$ cat config.mk
export PLATFORM = sky130hd
export DESIGN_NAME = tbe_serial_mul
export DESIGN_NICKNAME = d
export VERILOG_FILES = /design/src/hdl/tbe_pkg.sv /design/src/hdl/tbe_serial_mul.sv
export SDC_FILE = /design/constraint.sdc
export NUM_CORES = 1
export LEC_CHECK = 0
export BUFFER_PORTS_ARGS = -buffer_cell sky130_fd_sc_hd__buf_2
export CAP_MARGIN = 10
export CORE_MARGIN = 2
export CORE_UTILIZATION = 40
export DETAILED_ROUTE_END_ITERATION = 16
export SETUP_SLACK_MARGIN = 0.4
export SLEW_MARGIN = 40
export SYNTH_ARGS = -nofsm -noshare
export SYNTH_HDL_FRONTEND = slang
export SYNTH_SLANG_ARGS = --single-unit
$ cat constraint.sdc
create_clock -name clk_i -period 3.1 [get_ports clk_i]
set_clock_uncertainty 0.2 [all_clocks]
set_input_delay 0.93 -clock clk_i [delete_from_list [all_inputs] [get_ports clk_i]]
set_output_delay 0.93 -clock clk_i [all_outputs]
set_load 0.01 [all_outputs]
$ cat src/hdl/tbe_pkg.sv
// ---------------------------------------------------------------------------
// tbe_pkg
// shared constants and types of the three band equalizer
// ---------------------------------------------------------------------------
package tbe_pkg;

  localparam int unsigned CfgRegs = 5;
  localparam int unsigned CoefBits = 18;
  localparam int unsigned GainBits = 16;
  localparam int unsigned PoleBits = 32;
  localparam int unsigned PolesPerCh = 4;
  localparam int unsigned HistDepth = 3;
  localparam int unsigned AccBits = 64;
  localparam int unsigned PAddrBits = 5;

  // register byte addresses
  localparam logic [PAddrBits-1:0] AddrLowCoef = 5'd0;
  localparam logic [PAddrBits-1:0] AddrHighCoef = 5'd4;
  localparam logic [PAddrBits-1:0] AddrLowGain = 5'd8;
  localparam logic [PAddrBits-1:0] AddrMidGain = 5'd12;
  localparam logic [PAddrBits-1:0] AddrHighGain = 5'd16;

  localparam logic [CoefBits-1:0] LowCoefRst = 18'd27305;
  localparam logic [CoefBits-1:0] HighCoefRst = 18'd166560;
  localparam logic [GainBits-1:0] GainRst = 16'd4096;

  // serial multiplier request
  typedef struct packed {
    logic              start;
    logic signed [AccBits-1:0] mcand;
    logic [CoefBits-1:0] mplier;
  } mul_req_t;

  typedef struct packed {
    logic              done;
    logic signed [AccBits-1:0] prod;
  } mul_rsp_t;

endpackage

$ cat src/hdl/tbe_serial_mul.sv
// ---------------------------------------------------------------------------
// tbe_serial_mul
// shift-add multiplier, one bit of the unsigned multiplier per cycle
// ---------------------------------------------------------------------------
module tbe_serial_mul (
  input  logic               clk_i,
  input  logic               rst_ni,
  input  tbe_pkg::mul_req_t  req_i,
  output tbe_pkg::mul_rsp_t  rsp_o
);

  localparam int unsigned CntBits = $clog2(tbe_pkg::CoefBits + 1);

  logic signed [tbe_pkg::AccBits-1:0] acc_q, acc_d;
  logic signed [tbe_pkg::AccBits-1:0] mc_q, mc_d;
  logic [tbe_pkg::CoefBits-1:0] mp_q, mp_d;
  logic [CntBits-1:0] cnt_q, cnt_d;
  logic busy_q, busy_d, done_q, done_d;

  // one partial product per cycle, lsb first
  always_comb begin
    acc_d = acc_q;
    mc_d = mc_q;
    mp_d = mp_q;
    cnt_d = cnt_q;
    busy_d = busy_q;
    done_d = 1'b0;
    if (req_i.start) begin
      acc_d = '0;
      mc_d = req_i.mcand;
      mp_d = req_i.mplier;
      cnt_d = CntBits'(tbe_pkg::CoefBits);
      busy_d = 1'b1;
    end else if (busy_q) begin
      if (mp_q[0]) begin
        acc_d = acc_q + mc_q;
      end
      mc_d = mc_q <<< 1;
      mp_d = mp_q >> 1;
      cnt_d = cnt_q - 1'b1;
      if (cnt_q == CntBits'(1)) begin
        busy_d = 1'b0;
        done_d = 1'b1;
      end
    end
  end

  always_ff @(posedge clk_i or negedge rst_ni) begin
    if (!rst_ni) begin
      busy_q <= 1'b0;
      done_q <= 1'b0;
      cnt_q <= '0;
    end else begin
      busy_q <= busy_d;
      done_q <= done_d;
      cnt_q <= cnt_d;
    end
  end

  always_ff @(posedge clk_i) begin
    acc_q <= acc_d;
    mc_q <= mc_d;
    mp_q <= mp_d;
  end

  assign rsp_o.done = done_q;
  assign rsp_o.prod = acc_q;

endmodule

==> results.ini <==
[floorplanning]
core_area_um2 = 24200
num_rows = 57
die_y_um = 160
initial_utilization_pct = 40.5
dieArea_um2 = 25700
pin_count = 150
die_width_um = 160

[power_and_ir_drop]
p_per_area_nw_per_um2 = 741
total_power_mw = 10.2
ir_drop_v = 0.000381
p_leak_nw = 6.19

[final_layout]
stdcell_count = 1662
n_fill_cell = 2116
drive_above_1_share_pct = 44.2
final_common_cell = buf_4
most-common-layout-cells = 159 x buf_4, 148 x buf_2, 136 x nand2_1
area_growth_pct = 40.5
nNetsFinal = 1474

[synthesis]
synth-seq-cells = 153
synth_fa_ha_area_share_pct = 8.52
synth.area.top_cells = edfxtp_1 25%, dfxtp_1 13%, mux2_2 9.2%, ha_1 8.3%, a21oi_1 5.7%
synth_mux_area_share_pct = 9.41
synth.net_count = 1183
synth_compound_area_share_pct = 19.8
synth_top_family_by_area = compound AO/OA/AOI/OAI gates
yosysSeqAreaShare_pct = 40.1
netlist_instances = 1032
synth_top_area_share_pct = 25.2
synthXorXnorAreaFrac_pct = 4.66
synth-simple-area-share_pct = 14.3
synth_enable_flop_cells = 82
synth_cell_types = 71
synth_top_area_cell = edfxtp_1
async_reset_ff_share_pct = 4.58
yosys_most_used_dff = edfxtp_1
yosysWarnings = 0
avgSynthCellArea_um2 = 9.48
syn-cell-area_um2 = 9780

[setup_path]
regToRegSetupSlack_ns = -0.14
cp_top_family = compound AO/OA/AOI/OAI gates
crit_fanout = 2
critical_path_buf_inv_count = 1
cp.depth = 12
worstPathRequired_ns = 3.26
cp_common_cell = a2111oi_4
cpPeakStageDelay_ns = 0.43
end_kind = flip-flop
worstPathArrival_ns = 3.40
slowest_stage = edfxtp_1
crit_chain = ha_4, nand2_2, or3_4, a2111oi_4, o22ai_4, a2111oi_4, buf_4, o21ai_4, a2111oi_4, nor3_1, nand3b_1, a21oi_1
timing.rr.end = acc_q[47]
critical_path_class = flip-flop to flip-flop
cp-start-kind = flip-flop
rr_worst_depth = 12
r2r-start = mc_q[15]

[timing]
post-route-period-util_pct = 105
slew_viol_final = 0
final.setup.worst_slack_ns = -0.144
rsz0062_at_grt = yes
setup_viol = 8
hold_viol = 0
slew-limit-headroom_pct = 63.3
worstMarginPinSlew_ns = 0.549
fmax_ghz = 0.308
period_minus_slack_ns = 3.24

[grt]
grt_max_degree = 51
antenna_found_initial = 5
grt_pass1_wl_mm = 46.5
grt_pass1_vias = 9040
grt_use_total_pct = 22.3
overflow = 0

[placed_design]
dp_hpwl_mm = 20.3
gp_congestion = 0.893
portBuffers = 149
dp.cells = 1589

[clock_tree]
root_buffer = clkbuf_16
cts_htree_levels = 4
tritoncts = done
cts_sinks = 153
path_clk_slew_ns = 0.07
clock_latency_ns = 0.44
cts_buffer_depth = 2
numCtsBuffers = 17

[routing]
ant_nets = 0
routed-via-count = 8983
dr.pass1.iters = 5
vias_per_cell = 5.40
first_iter_violations = 468
wirelength_mm = 28.7
post_drt_wl_per_cell_um = 17.3
drc = 0

[worst_hold_path]
hp-class = primary input to asynchronous set/reset pin

[status]
outcome = complete, but fails checks
violations = negative setup slack

[job]
drv_cap = 0

==> area by class of cell <==
cell class	count	area, um^2	share of cell area (%)
multi-input combinational	800	6500	47.3
sequential	153	3920	28.5
timing repair buffer	336	2280	16.6
clock buffer	17	425	3.09
tap	324	405	2.95
clock inverter	15	155	1.13
inverter	15	56.3	0.410
antenna	2	5.00	0.0364
==> worst register-to-register path, delay by kind of cell, from the launching register on <==
| family | cells | cell delay [ns] |
|---|---|---|
| buffers and inverters | 1 | 0.20 |
| adder cells (fa/ha/maj) | 1 | 0.31 |
| AND/OR/NAND/NOR | 4 | 0.70 |
| AO/OA/AOI/OAI | 6 | 1.34 |
| flip-flops | 1 | 0.43 |
==> power by group <==
part	switching (mW)	leakage, nW	total [mW]	internal (mW)
Sequential	0.297	1.48	2.81	2.52
Combinational	2.71	4.42	5.25	2.54
Clock	0.977	0.281	2.12	1.14
==> Yosys cell counts, types with 23 or more instances <==
cell type,count
xnor2_1,23
dfxtp_1,64
clkbuf_1,54
xor2_1,29
a21oi_1,112
nand2_1,143
ha_1,65
a21o_1,54
nor2_1,50
mux2_2,80
edfxtp_1,82
o21ai_0,50
==> state kept, by name, summed over array words and instances (netlist names) <==
signal  cells
done_q      1
mp_q       18
cnt_q       5
busy_q      1
mc_q       64
acc_q      64
==> per-layer routing <==
layer	track usage (%)	share of wire (%)	up-vias
li1	-	-	4412
met1	29.4	45	4309
met2	37.1	48	223
met3	4.86	5.7	33
met4	5.81	1.7	6
met5	0	0.12	-
==> cells by family (layout without fill, tap and decap cells) <==
group | after synthesis | in the layout
buffers and inverters | 79 | 383
multiplexers | 82 | 82
adder cells (fa/ha/maj) | 66 | 66
AND/OR/NAND/NOR | 303 | 303
flip-flops | 153 | 153
AO/OA/AOI/OAI | 297 | 297
XOR/XNOR | 52 | 52
other | 0 | 2
==> how the worst max path moves through the flow <==
stage                           end  slack, ns      from
after CTS                 acc_q[63]      -0.09  mc_q[15]
after global placement    acc_q[63]      -0.14   mc_q[9]
after floorplan           acc_q[63]      -0.03  mc_q[15]
after detailed placement  acc_q[63]      -0.20  mc_q[18]
after global routing      acc_q[47]      -0.29  mc_q[16]
final                     acc_q[47]      -0.14  mc_q[15]
==> stage by stage <==
| stage | TNS, ns | util (%) | instance area (um^2) | hold WS [ns] | setup slack (ns) |
|---|---|---|---|---|---|
| floorplan | -0.0336 | - | 9940 | 0.271 | -0.0257 |
| detailed placement | -1.51 | 49.4 | 11900 | 0.262 | -0.203 |
| global route | -2.06 | 56.8 | 13700 | 0.116 | -0.286 |
| CTS | -0.241 | 55.1 | 13300 | 0.114 | -0.0896 |
| global placement | -0.705 | 49.4 | 11900 | 0.257 | -0.135 |
| finish | -0.449 | 56.9 | 13700 | 0.123 | -0.144 |
==> repair_timing <==
action,CTS,global route
setup endpoints to repair,45,48
hold buffers,0,0
buffers inserted,23,16
pin swaps,75,31
gates resized for setup,122,53
Power figures use the tool's default switching activity.
